## src/sv/ppve_pkg.sv

```systemverilog
// ppve_pkg: shared types, constants and codes for the visible-edge point projector.
// No dependencies; every other file refers to it by scoped names.
package ppve_pkg;

    localparam int MAX_SCREENS   = 8;
    localparam int COORD_BITS    = 16;
    localparam int DIM_BITS      = COORD_BITS - 1;
    localparam int WIDE_BITS     = COORD_BITS + 2;
    localparam int SLOT_BITS     = (MAX_SCREENS > 1) ? $clog2(MAX_SCREENS) : 1;
    localparam int CNT_BITS      = $clog2(MAX_SCREENS + 1);
    localparam int SIDES_BITS    = 4;
    localparam int CFG_IDX_BITS  = 3;
    localparam int CFG_DATA_BITS = COORD_BITS;

    typedef logic signed [COORD_BITS-1:0] coord_t;
    typedef logic signed [WIDE_BITS-1:0]  wide_t;
    typedef logic [DIM_BITS-1:0]          dim_t;
    typedef logic [CNT_BITS-1:0]          cnt_t;
    typedef logic [SLOT_BITS-1:0]         slot_idx_t;

    localparam wide_t COORD_HI = wide_t'((2 ** (COORD_BITS - 1)) - 1);
    localparam wide_t COORD_LO = wide_t'(-(2 ** (COORD_BITS - 1)));

    // edges kept pre-summed: right = x + w, bottom = y + h
    typedef struct packed {
        wide_t left;
        wide_t top;
        wide_t right;
        wide_t bottom;
    } screen_t;

    typedef screen_t [MAX_SCREENS-1:0] screen_arr_t;

    typedef struct packed {
        logic [SIDES_BITS-1:0] active_sides;
        dim_t                  band_size;
        coord_t                bounds_x;
        coord_t                bounds_y;
        dim_t                  bounds_w;
        dim_t                  bounds_h;
        cnt_t                  count;
    } cfg_t;

    typedef struct packed {
        logic   hit;
        coord_t value;
    } edge_res_t;

    typedef enum logic [1:0] {
        SIDE_LEFT   = 2'd0,
        SIDE_RIGHT  = 2'd1,
        SIDE_TOP    = 2'd2,
        SIDE_BOTTOM = 2'd3
    } side_t;

    typedef enum logic {
        ST_IDLE = 1'b0,
        ST_RUN  = 1'b1
    } state_t;

    typedef enum logic [CFG_IDX_BITS-1:0] {
        REG_ACTIVE_SIDES = 3'd0,
        REG_BAND_SIZE    = 3'd1,
        REG_BOUNDS_X     = 3'd2,
        REG_BOUNDS_Y     = 3'd3,
        REG_BOUNDS_W     = 3'd4,
        REG_BOUNDS_H     = 3'd5,
        REG_SCREEN_COUNT = 3'd6
    } cfg_idx_t;

    localparam logic MODE_LOAD  = 1'b0;
    localparam logic MODE_QUERY = 1'b1;

endpackage

```

## src/sv/ppve_cfg_regs.sv

```systemverilog
// ppve_cfg_regs: configuration register file with its own write channel.
// Depends on ppve_pkg.
module ppve_cfg_regs
(
    input  logic                                 clk,
    input  logic                                 rst_n,
    input  logic                                 cfg_valid,
    output logic                                 cfg_ready,
    input  logic [ppve_pkg::CFG_IDX_BITS-1:0]    cfg_index,
    input  logic [ppve_pkg::CFG_DATA_BITS-1:0]   cfg_data,
    output ppve_pkg::cfg_t                       cfg
);

    logic [ppve_pkg::SIDES_BITS-1:0] sides_reg;
    ppve_pkg::dim_t                  band_reg;
    ppve_pkg::coord_t                bx_reg;
    ppve_pkg::coord_t                by_reg;
    ppve_pkg::dim_t                  bw_reg;
    ppve_pkg::dim_t                  bh_reg;
    logic [3:0]                      count_reg;
    logic                            wr;

    assign cfg_ready = 1'b1;
    assign wr        = cfg_valid && cfg_ready;

    always_ff @(posedge clk or negedge rst_n)
    begin
        if (!rst_n)
        begin
            sides_reg <= '0;
            band_reg  <= ppve_pkg::dim_t'(1);
            bx_reg    <= '0;
            by_reg    <= '0;
            bw_reg    <= '0;
            bh_reg    <= '0;
            count_reg <= '0;
        end
        else if (wr)
        begin
            case (ppve_pkg::cfg_idx_t'(cfg_index))
                ppve_pkg::REG_ACTIVE_SIDES: sides_reg <= cfg_data[ppve_pkg::SIDES_BITS-1:0];
                ppve_pkg::REG_BAND_SIZE:    band_reg  <= cfg_data[ppve_pkg::DIM_BITS-1:0];
                ppve_pkg::REG_BOUNDS_X:     bx_reg    <= ppve_pkg::coord_t'(cfg_data);
                ppve_pkg::REG_BOUNDS_Y:     by_reg    <= ppve_pkg::coord_t'(cfg_data);
                ppve_pkg::REG_BOUNDS_W:     bw_reg    <= cfg_data[ppve_pkg::DIM_BITS-1:0];
                ppve_pkg::REG_BOUNDS_H:     bh_reg    <= cfg_data[ppve_pkg::DIM_BITS-1:0];
                ppve_pkg::REG_SCREEN_COUNT: count_reg <= cfg_data[3:0];
                default:                    ;
            endcase
        end
    end

    always_comb
    begin
        cfg.active_sides = sides_reg;
        cfg.band_size    = band_reg;
        cfg.bounds_x     = bx_reg;
        cfg.bounds_y     = by_reg;
        cfg.bounds_w     = bw_reg;
        cfg.bounds_h     = bh_reg;
        // count above table depth acts as full table
        if (32'(count_reg) > ppve_pkg::MAX_SCREENS)
            cfg.count = ppve_pkg::cnt_t'(ppve_pkg::MAX_SCREENS);
        else
            cfg.count = ppve_pkg::cnt_t'(count_reg);
    end

endmodule

```

## src/sv/ppve_screen_table.sv

```systemverilog
// ppve_screen_table: screen rectangle table, one entry written per load beat.
// Depends on ppve_pkg. Entries have no reset.
module ppve_screen_table
(
    input  logic                   clk,
    input  logic                   we,
    input  logic [2:0]             slot,
    input  ppve_pkg::coord_t       rect_x,
    input  ppve_pkg::coord_t       rect_y,
    input  ppve_pkg::dim_t         rect_w,
    input  ppve_pkg::dim_t         rect_h,
    output ppve_pkg::screen_arr_t  screens
);

    ppve_pkg::screen_arr_t table_reg;
    ppve_pkg::screen_t     new_entry;

    always_comb
    begin
        new_entry.left   = ppve_pkg::wide_t'(rect_x);
        new_entry.top    = ppve_pkg::wide_t'(rect_y);
        new_entry.right  = ppve_pkg::wide_t'(rect_x) + ppve_pkg::wide_t'(rect_w);
        new_entry.bottom = ppve_pkg::wide_t'(rect_y) + ppve_pkg::wide_t'(rect_h);
    end

    always_ff @(posedge clk)
    begin
        for (int i = 0; i < ppve_pkg::MAX_SCREENS; i++)
        begin
            if (we && (32'(slot) == i))
                table_reg[i] <= new_entry;
        end
    end

    assign screens = table_reg;

endmodule

```

## src/sv/ppve_edge_unit.sv

```systemverilog
// ppve_edge_unit: shared edge test for one side and one candidate screen,
// with the neighbor-pixel occupancy check over all screens. Depends on ppve_pkg.
module ppve_edge_unit
(
    input  ppve_pkg::screen_arr_t  screens,
    input  ppve_pkg::cfg_t         cfg,
    input  ppve_pkg::side_t        side,
    input  ppve_pkg::slot_idx_t    idx,
    input  ppve_pkg::coord_t       px,
    input  ppve_pkg::coord_t       py,
    output ppve_pkg::edge_res_t    res
);

    ppve_pkg::wide_t   x;
    ppve_pkg::wide_t   y;
    ppve_pkg::wide_t   band;
    ppve_pkg::wide_t   cl, ct, cr, cb;
    ppve_pkg::wide_t   sl, st, sr, sb;
    ppve_pkg::wide_t   edge_w;
    logic              in_x, in_y, band_ok;
    logic [ppve_pkg::MAX_SCREENS-1:0] occ;

    always_comb
    begin
        x    = ppve_pkg::wide_t'(px);
        y    = ppve_pkg::wide_t'(py);
        band = (cfg.band_size == '0) ? ppve_pkg::wide_t'(1)
                                     : ppve_pkg::wide_t'(cfg.band_size);
        cl   = screens[idx].left;
        ct   = screens[idx].top;
        cr   = screens[idx].right;
        cb   = screens[idx].bottom;
        in_x = (x >= cl) && (x < cr);
        in_y = (y >= ct) && (y < cb);

        case (side)
            ppve_pkg::SIDE_LEFT:   band_ok = in_y && (x >= cl) && (x < cl + band);
            ppve_pkg::SIDE_RIGHT:  band_ok = in_y && (x >= cr - band) && (x < cr);
            ppve_pkg::SIDE_TOP:    band_ok = in_x && (y >= ct) && (y < ct + band);
            default:               band_ok = in_x && (y >= cb - band) && (y < cb);
        endcase

        // pixel just outside the edge, tested against every valid screen
        for (int s = 0; s < ppve_pkg::MAX_SCREENS; s++)
        begin
            sl = screens[s].left;
            st = screens[s].top;
            sr = screens[s].right;
            sb = screens[s].bottom;
            case (side)
                ppve_pkg::SIDE_LEFT:
                    occ[s] = (cl > sl) && (cl <= sr) && (y >= st) && (y < sb);
                ppve_pkg::SIDE_RIGHT:
                    occ[s] = (cr >= sl) && (cr < sr) && (y >= st) && (y < sb);
                ppve_pkg::SIDE_TOP:
                    occ[s] = (x >= sl) && (x < sr) && (ct > st) && (ct <= sb);
                default:
                    occ[s] = (x >= sl) && (x < sr) && (cb >= st) && (cb < sb);
            endcase
            occ[s] = occ[s] && (32'(cfg.count) > s);
        end

        case (side)
            ppve_pkg::SIDE_LEFT:
                edge_w = ppve_pkg::wide_t'(cfg.bounds_x);
            ppve_pkg::SIDE_RIGHT:
                edge_w = ppve_pkg::wide_t'(cfg.bounds_x) + ppve_pkg::wide_t'(cfg.bounds_w)
                         - ppve_pkg::wide_t'(1);
            ppve_pkg::SIDE_TOP:
                edge_w = ppve_pkg::wide_t'(cfg.bounds_y);
            default:
                edge_w = ppve_pkg::wide_t'(cfg.bounds_y) + ppve_pkg::wide_t'(cfg.bounds_h)
                         - ppve_pkg::wide_t'(1);
        endcase

        res.hit = band_ok && !(|occ);
        if (edge_w > ppve_pkg::COORD_HI)
            res.value = ppve_pkg::COORD_HI[ppve_pkg::COORD_BITS-1:0];
        else if (edge_w < ppve_pkg::COORD_LO)
            res.value = ppve_pkg::COORD_LO[ppve_pkg::COORD_BITS-1:0];
        else
            res.value = edge_w[ppve_pkg::COORD_BITS-1:0];
    end

endmodule

```

## src/sv/ppve_seq.sv

```systemverilog
// ppve_seq: query sequencer stepping sides and screens through the edge unit,
// holding the working point and issuing the result strobe. Depends on ppve_pkg.
module ppve_seq
(
    input  logic                   clk,
    input  logic                   rst_n,
    input  logic                   query_go,
    input  ppve_pkg::coord_t       point_x,
    input  ppve_pkg::coord_t       point_y,
    input  ppve_pkg::cfg_t         cfg,
    input  ppve_pkg::edge_res_t    res,
    output ppve_pkg::side_t        side,
    output ppve_pkg::slot_idx_t    idx,
    output ppve_pkg::coord_t       px,
    output ppve_pkg::coord_t       py,
    output logic                   busy,
    output logic                   done,
    output logic                   moved
);

    ppve_pkg::state_t    state_reg,  state_next;
    ppve_pkg::side_t     side_reg,   side_next;
    ppve_pkg::slot_idx_t idx_reg,    idx_next;
    ppve_pkg::coord_t    px_reg,     px_next;
    ppve_pkg::coord_t    py_reg,     py_next;
    logic                moved_reg,  moved_next;
    logic                done_reg,   done_next;
    logic                run, adv_side;

    always_ff @(posedge clk or negedge rst_n)
    begin
        if (!rst_n)
        begin
            state_reg <= ppve_pkg::ST_IDLE;
            side_reg  <= ppve_pkg::SIDE_LEFT;
            idx_reg   <= '0;
            moved_reg <= 1'b0;
            done_reg  <= 1'b0;
        end
        else
        begin
            state_reg <= state_next;
            side_reg  <= side_next;
            idx_reg   <= idx_next;
            moved_reg <= moved_next;
            done_reg  <= done_next;
        end
    end

    always_ff @(posedge clk)
    begin
        px_reg <= px_next;
        py_reg <= py_next;
    end

    always_comb
    begin
        state_next = state_reg;
        side_next  = side_reg;
        idx_next   = idx_reg;
        px_next    = px_reg;
        py_next    = py_reg;
        moved_next = moved_reg;
        done_next  = 1'b0;
        run        = cfg.active_sides[side_reg] && (ppve_pkg::cnt_t'(idx_reg) < cfg.count);
        adv_side   = !run || res.hit
                     || (ppve_pkg::cnt_t'(idx_reg) + ppve_pkg::cnt_t'(1) >= cfg.count);

        case (state_reg)
            ppve_pkg::ST_IDLE:
            begin
                if (query_go)
                begin
                    state_next = ppve_pkg::ST_RUN;
                    side_next  = ppve_pkg::SIDE_LEFT;
                    idx_next   = '0;
                    px_next    = point_x;
                    py_next    = point_y;
                    moved_next = 1'b0;
                end
            end
            ppve_pkg::ST_RUN:
            begin
                if (run && res.hit)
                begin
                    if ((side_reg == ppve_pkg::SIDE_LEFT) || (side_reg == ppve_pkg::SIDE_RIGHT))
                    begin
                        px_next    = res.value;
                        moved_next = moved_reg || (px_reg != res.value);
                    end
                    else
                    begin
                        py_next    = res.value;
                        moved_next = moved_reg || (py_reg != res.value);
                    end
                end
                if (adv_side)
                begin
                    idx_next = '0;
                    if (side_reg == ppve_pkg::SIDE_BOTTOM)
                    begin
                        state_next = ppve_pkg::ST_IDLE;
                        done_next  = 1'b1;
                    end
                    else
                    begin
                        side_next = ppve_pkg::side_t'(side_reg + 2'd1);
                    end
                end
                else
                begin
                    idx_next = idx_reg + ppve_pkg::slot_idx_t'(1);
                end
            end
            default:
            begin
                state_next = ppve_pkg::ST_IDLE;
            end
        endcase
    end

    assign side  = side_reg;
    assign idx   = idx_reg;
    assign px    = px_reg;
    assign py    = py_reg;
    assign busy  = (state_reg != ppve_pkg::ST_IDLE);
    assign done  = done_reg;
    assign moved = moved_reg;

endmodule

```

## src/sv/project_point_to_visible_edge_top.sv

```systemverilog
// Visible-edge point projector, top level. A load beat writes one table entry and gives
// no result. A query beat steps the sides in order, passing over a side that is disabled
// or has no valid screens, else testing screens one at a time up to the first hit, all
// through the single shared edge unit; busy is high throughout and done pulses for one
// cycle as busy falls. The receiver cannot stall.
// Reset (rst_n, async) clears control and config registers; table entries are not reset.
module project_point_to_visible_edge_top
(
    input  logic                                clk,
    input  logic                                rst_n,
    input  logic                                start,
    output logic                                busy,
    input  logic                                mode,
    input  logic [2:0]                          slot,
    input  ppve_pkg::coord_t                    rect_x,
    input  ppve_pkg::coord_t                    rect_y,
    input  ppve_pkg::dim_t                      rect_w,
    input  ppve_pkg::dim_t                      rect_h,
    input  ppve_pkg::coord_t                    point_x,
    input  ppve_pkg::coord_t                    point_y,
    output logic                                done,
    output ppve_pkg::coord_t                    out_x,
    output ppve_pkg::coord_t                    out_y,
    output logic                                moved,
    input  logic                                cfg_valid,
    output logic                                cfg_ready,
    input  logic [ppve_pkg::CFG_IDX_BITS-1:0]   cfg_index,
    input  logic [ppve_pkg::CFG_DATA_BITS-1:0]  cfg_data
);

    ppve_pkg::cfg_t        cfg;
    ppve_pkg::screen_arr_t screens;
    ppve_pkg::edge_res_t   res;
    ppve_pkg::side_t       side;
    ppve_pkg::slot_idx_t   idx;
    ppve_pkg::coord_t      px;
    ppve_pkg::coord_t      py;
    logic                  accept;
    logic                  load_we;
    logic                  query_go;

    assign accept   = start && !busy;
    assign load_we  = accept && (mode == ppve_pkg::MODE_LOAD);
    assign query_go = accept && (mode == ppve_pkg::MODE_QUERY);

    ppve_cfg_regs u_cfg
    (
        .clk       (clk),
        .rst_n     (rst_n),
        .cfg_valid (cfg_valid),
        .cfg_ready (cfg_ready),
        .cfg_index (cfg_index),
        .cfg_data  (cfg_data),
        .cfg       (cfg)
    );

    ppve_screen_table u_table
    (
        .clk     (clk),
        .we      (load_we),
        .slot    (slot),
        .rect_x  (rect_x),
        .rect_y  (rect_y),
        .rect_w  (rect_w),
        .rect_h  (rect_h),
        .screens (screens)
    );

    ppve_edge_unit u_edge
    (
        .screens (screens),
        .cfg     (cfg),
        .side    (side),
        .idx     (idx),
        .px      (px),
        .py      (py),
        .res     (res)
    );

    ppve_seq u_seq
    (
        .clk      (clk),
        .rst_n    (rst_n),
        .query_go (query_go),
        .point_x  (point_x),
        .point_y  (point_y),
        .cfg      (cfg),
        .res      (res),
        .side     (side),
        .idx      (idx),
        .px       (px),
        .py       (py),
        .busy     (busy),
        .done     (done),
        .moved    (moved)
    );

    assign out_x = px;
    assign out_y = py;

endmodule

```

## config.mk

```make
export PLATFORM = sky130hd
export DESIGN_NAME = project_point_to_visible_edge_top
export DESIGN_NICKNAME = d
export VERILOG_FILES = /design/src/sv/ppve_pkg.sv /design/src/sv/ppve_cfg_regs.sv /design/src/sv/ppve_screen_table.sv /design/src/sv/ppve_edge_unit.sv /design/src/sv/ppve_seq.sv /design/src/sv/project_point_to_visible_edge_top.sv
export SDC_FILE = /design/constraint.sdc
export NUM_CORES = 2
export LEC_CHECK = 0
export BUFFER_PORTS_ARGS = -buffer_cell sky130_fd_sc_hd__buf_2
export CORE_ASPECT_RATIO = 1.5
export CORE_UTILIZATION = 43
export DETAILED_ROUTE_END_ITERATION = 16
export GPL_TIMING_DRIVEN = 0
export HOLD_SLACK_MARGIN = 0.08
export PLACE_DENSITY = 0.57
export REMOVE_ABC_BUFFERS = 1
export SLEW_MARGIN = 40
export SYNTH_ARGS = -nofsm -noshare
export SYNTH_HDL_FRONTEND = slang
export SYNTH_SLANG_ARGS = --single-unit
export TNS_END_PERCENT = 10
```

## constraint.sdc

```tcl
create_clock -name clk -period 13.85 [get_ports clk]
set_input_delay 1.385 -clock clk [delete_from_list [all_inputs] [get_ports clk]]
set_output_delay 1.385 -clock clk [all_outputs]
set_load 0.01 [all_outputs]
```

# Yosys cells after proc, flatten, opt, wreduce, memory -nomap -nowiden
# Cells that the tools add are included.
# Widths: inputs -> output; s select.
# totals
output_inout_bits,36
latchBits,0
rom_bits,0
regBits,669
ramBits,0
n_memories,0
# classes
n_mul,0
bitwise,2
mux,44
n_div,0
n_reduce_logical,144
n_eq_ne,24
add_sub_neg,13
n_shift,0
order_cmp,119
# op_table
operator,n
$lt 16x18->1,20
$ge 18x16->1,16
$gt 18x16->1,16
$le 18x18->1,16
$lt 18x18->1,16
$ge 16x16->1,16
$bmux 72 s3,1
$mux 16,8
$logic_and 1x1->1,120
$ge 16x18->1,4
$mux 72,1
$add 16x16->17,4
$pmux 16 s2,2
$pmux 18 s3,1
$add 18x18->18,2
$sub 18x18->18,2
$sub 18x2->18 const B,2
$ne 16x16->1,2
$pmux 1 s3,9
$eq 3x3->1 const B,7
$gt 18x16->1 const B,1
$lt 18x16->1 const B,1
$gt 4x3->1 const B,4
$reduce_and 2->1,8
other kinds (32),67

# Logic depth before layout (Yosys ltp)
# logic_depth
ltp_word,15
ltp_mapped,36
depth_no_buf,32

# Cells and area by module
# Synthesis repeated with hierarchy kept, for this count alone.
# hier_totals
hier_cells,7631
area_unflattened_um2,75708.9
# modules_own_cells
module,area_each_um2,instances,cells_each
ppve_edge_unit,52096.2,1,6375
ppve_screen_table,17868.4,1,809
ppve_cfg_regs,3269.4,1,191
ppve_seq,2453.6,1,254
project_point_to_visible_edge_top,21.3,1,2

# Worst setup path after synthesis
# No wires, ideal clock.
# synth_timing
kind,register -> register
startpoint,reg u_seq.idx_reg[0] (netlist: u_seq.idx[0])
endpoint,"reg u_seq.px_reg[0] (netlist: u_seq.px[0]), enable pin"
setup_slack_ns,4.799
t_arrival_ns,8.637
stages_incl_launch_ff,34
period_less_slack_ns,9.051
cell_sequence,dfrtp_1 > buf_2 > clkbuf_1 > clkbuf_1 > buf_1 > mux4_2 > mux2i_1 > inv_1 > ha_1 > inv_1 > fa_1 > nor2b_1 > o21ai_0 > a21oi_1 > o21ai_0 > a21oi_1 > o21ai_0 > a21oi_1 > o21ai_0 > a21oi_1 > o21ai_0 > a21oi_1 > o31ai_1 > o31ai_1 > ha_1 > nand4_1 > a211oi_1 > o21ai_0 > or3_1 > a21oi_1 > o21ai_0 > a221oi_1 > nand4_1 > o31ai_1
# synth_via
elab_chain_cells,14
# synth_lines
item,line,source
start: declaration,ppve_seq.sv:23,"ppve_pkg::slot_idx_t idx_reg, idx_next;"
start signal: assignment,ppve_seq.sv:44,idx_reg <= idx_next;
"parallel branches: the longest is 11 deep, another holds $sub 18x18->18",--,
$logic_and 1x1->1 (*),ppve_seq.sv:84,if (run && res.hit)
$ne 2x2->1 (no line) (*),--,
$reduce_and 3->1 (no line) (*),--,
end signal: assignment,ppve_seq.sv:52,px_reg <= px_next;
end: declaration,ppve_seq.sv:24,"ppve_pkg::coord_t px_reg, px_next;"
# Every way passes the cells marked *. The select of a mux whose other input is x is not followed.
# A chain may end at the register's enable or synchronous reset.

# Worst setup path after layout
# layout_timing
startpoint,reg u_seq.idx_reg[0] (netlist: u_seq.idx[0])
endpoint,"reg u_seq.py_reg[15] (netlist: u_seq.py[15]), enable pin"
# layout_via
elab_chain_cells,14
# layout_lines
item,line,source
"parallel branches: the longest is 11 deep, another holds $sub 18x18->18",--,
$logic_and 1x1->1 (*),ppve_seq.sv:84,
$ne 2x2->1 (no line) (*),--,
$reduce_and 3->1 (no line) (*),--,
end signal: assignment,ppve_seq.sv:53,py_reg <= py_next;
end: declaration,ppve_seq.sv:25,"ppve_pkg::coord_t py_reg, py_next;"
# Marks and branches as above.

==> metrics list <==
- Status: finished clean
* Cell at the slowest stage of the critical path: sky130_fd_sc_hd__dfrtp_4
- Number of sinks driven by the clock tree: 653
* Die boundary height: 498 um
- Sw Pwr: 5.92 mW
* Depth of the most critical reg-to-reg path: 30
- Max-capacitance violation count: 0
- The final layout contains routed wiring with a total length of 300000 um.
- Static timing analysis puts the maximum clock frequency at 0.104 GHz.
- Die extent in x: 333 um
- Tightest Pin Transition: 1.07 ns
- The share of total power dissipated in combinational logic is 0.618.
* Share of cells above drive strength 1: 0.116
- Leakage power: 37.2 nW
* Final count of pins violating max slew: 0
* Aggregate global-route resource usage: 0.356
- The worst setup path is launched from a flip-flop.
* Post-synth top area cell: sky130_fd_sc_hd__ha_1
* Buffers inserted by post-CTS timing repair: 0
- Synth cell count leaders: sky130_fd_sc_hd__ha_1 (1836), sky130_fd_sc_hd__inv_1 (775), sky130_fd_sc_hd__edfxtp_1 (560)
* Worst hold-check path type: input pin to async pin
- Largest stage delay, worst path: 0.76 ns
* First-pass DRT Iterations: 6
* Area share of the largest cell type after synthesis: 0.325
* Final cell utilization of the core: 0.488
- Avg Inst Size Synth: 10.1 um2
- For this design, the CTS-stage hold fixing added 0 buffers.
* Detail Placement HPWL: 242000 um
- Final clock skew: 0.0264 ns
* Fraction of synthesis flops using an asynchronous set or reset pin: 0.142
- Counting every instance in the synthesized netlist gives 6996.
- Of the available clock period, the critical path in the final layout requires 0.694.
* Total number of H-tree levels: 3
- Area enclosed by the die boundary: 166000 um2
- Cell Rows: 181
- The core region is 163000 um2.
- For this run, design rule violations remaining after detail routing come to 0.
- At the worst endpoint, the required time is 14.19 ns.
- Final number of hold-violating endpoints: 0
- Data arrival time of the worst path: 9.96 ns
* Per-cell via count in the routed design: 6.37
- Setup repair after global routing missed its margin: false
- For this run the aggregate overflow at the end of global routing stands at 0.
* Relative contribution of the clock network to total power: 0.178
* Number of flops mapped to enable cells by yosys: 560
- Routability congestion estimate from global placement: 0.999
* Internal power summed over all cells: 6.46 mW
- Measured against its own limit, the worst slew margin works out to 0.279.
- Final period demand of the worst path: 9.61 ns
- Yosys printed 0 warnings.
- Top flip-flop cell by instance count after synthesis: sky130_fd_sc_hd__edfxtp_1
* Total number of vias: 60500
- IO Count: 157
- TritonCTS built the clock tree.
* Clock Tree Root: sky130_fd_sc_hd__clkbuf_16
* Final worst setup slack: 4.24 ns
- Worst slack, placed: 4.33 ns
- Netlist Area Pre-Place: 70600 um2
* Crit Path Max Fanout: 23
- The worst-case IR drop observed on VDD is 123 uV.
* CTS Buf Count: 77
- Post-CTS resize count: 0
- Critical path start-end classification: flip-flop to flip-flop
- Across all hold checks on the routed design, the worst slack comes to 0.499 ns.
* Number of library cell types mapped by synthesis: 94
- After layout, the design draws a total of 12.4 mW.
- Buffer depth of the longest clock path: 3
- Average wire length per cell after detail routing: 31.6 um
- First-pass GRT wire length: 424000 um
- The worst setup path is captured at a flip-flop.
- Most instantiated library cell after synthesis: sky130_fd_sc_hd__ha_1
* Area growth syn-to-layout: 12.4%
- Ratio of total power to cell area: 156 nW/um2
* Detailed Route Iter0 Violations: 5178
* Largest cells by area after synthesis: sky130_fd_sc_hd__ha_1 (33%), sky130_fd_sc_hd__edfxtp_1 (24%), sky130_fd_sc_hd__a21o_1 (4.8%)
- Seq cells post-synth: 653
- After the last flow step, the layout net total stands at 9293.
- Number of flip-flops in the largest register: 528
- Share of total power in sequential cells: 0.204
* Maximum number of pins on one net before global-route repair: 70
- Count of input and output buffers: 155
* Sw frac: 0.478
- Of the synthesized area, sequential elements account for 0.271.
- The initial antenna violation count came to 18.
- Later-pin clock latency in the skew report: 0.72 ns
- Setup violations remaining at the end of the flow were counted as 0.
- Clock transition time at the flip-flop clock pins of the worst setup and hold paths: 0.06 ns
- For this configuration, the core starts out at a cell density of 0.434.
- Vias in the first global route: 60600
- Number of antenna-violating nets in the routed design: 0
cells in the final DEF (no fill, tap or decap), drive strengths merged, types with 75 or more instances in the layout:
cell    instances
inv           784
nor2b         135
nand3         117
o21ai         366
nor2          287
clkbuf         87
nand4         211
mux2           86
edfxtp        560
mux4          133
mux2i          88
a21oi         505
nand2         227
a211oi         75
nand2b        109
ha           1836
buf           351
a21o          450
dfrtp          92
o21a           85
per-layer routing:
| layer | vias up | wire length, um | share of wire | global-route usage |
|---|---|---|---|---|
| met4 | 8 | 32100 | 0.11 | 0.326 |
| met2 | 2544 | 140000 | 0.47 | 0.593 |
| met3 | 959 | 18800 | 0.063 | 0.0566 |
| li1 | 27500 | - | - | - |
| met5 | - | 45 | 0.00015 | 0 |
| met1 | 29500 | 109000 | 0.36 | 0.390 |
final cells by class:
cell class | count | area [um2]
antenna | 11 | 27.5
clock buffer | 86 | 2000
clock inverter | 55 | 627
fill | 15100 | 83200
inverter | 775 | 2910
multi-input combinational | 5469 | 48600
sequential | 653 | 19200
tap | 2104 | 2630
timing repair buffer | 352 | 3380
power by group through the flow:
| stage | combinational, mW | sequential, mW | clock [mW] |
|---|---|---|---|
| after global placement | 6.72 | 2.93 | 0 |
| final | 7.64 | 2.52 | 2.21 |
| after CTS | 7.44 | 2.52 | 2.24 |
| after global routing | 8.26 | 2.53 | 2.28 |
| after floorplan | 4.59 | 2.62 | 0 |
| after detailed placement | 7.39 | 2.56 | 0 |
metrics by stage:
stage,cell area (um2),std cells,setup TNS (ns)
after floorplan,70200,6897,0
after global placement,73600,9156,-236.54
after detailed placement,76600,9351,0
after CTS,79200,9492,0
after global routing,79300,9496,0
final,79400,9505,0
cell families (layout without fill, tap and decap cells):
logic type | after synthesis | after routing | synth area share
AO/OA/AOI/OAI | 1938 | 1938 | 0.180
XOR/XNOR | 74 | 74 | 0.00918
adder cells (fa/ha/maj) | 1844 | 1844 | 0.328
buffers and inverters | 874 | 1268 | 0.0467
flip-flops | 653 | 653 | 0.271
multiplexers | 307 | 307 | 0.0687
other | 1 | 12 | 0.0000531
AND/OR/NAND/NOR | 1305 | 1305 | 0.0966
worst max-delay path, delay by kind of cell, from the launching register on:
kind | cells | cell delay (ns)
compound gates | 18 | 3.96
simple gates | 4 | 1.58
mux | 2 | 1.06
buf+inv | 3 | 0.92
flops | 1 | 0.76
fa+ha+maj | 2 | 0.74
xor+xnor | 1 | 0.13
final timing paths:
path / startpoint / endpoint / slack [ns]
max: u_seq.idx[0] / u_seq.py[15] / 4.24
min: rst_n / u_cfg.bw_reg[11] / 0.50
max reg2reg: u_seq.idx[0] / u_seq.py[15] / 4.24
min reg2reg: u_cfg.sides_reg[3] / u_cfg.sides_reg[3] / 0.51
max in group asynchronous: rst_n / u_seq.idx[0] / 12.69
min in group clk: u_cfg.sides_reg[3] / u_cfg.sides_reg[3] / 0.51
Note: power is estimated with default switching activity, not from simulation.
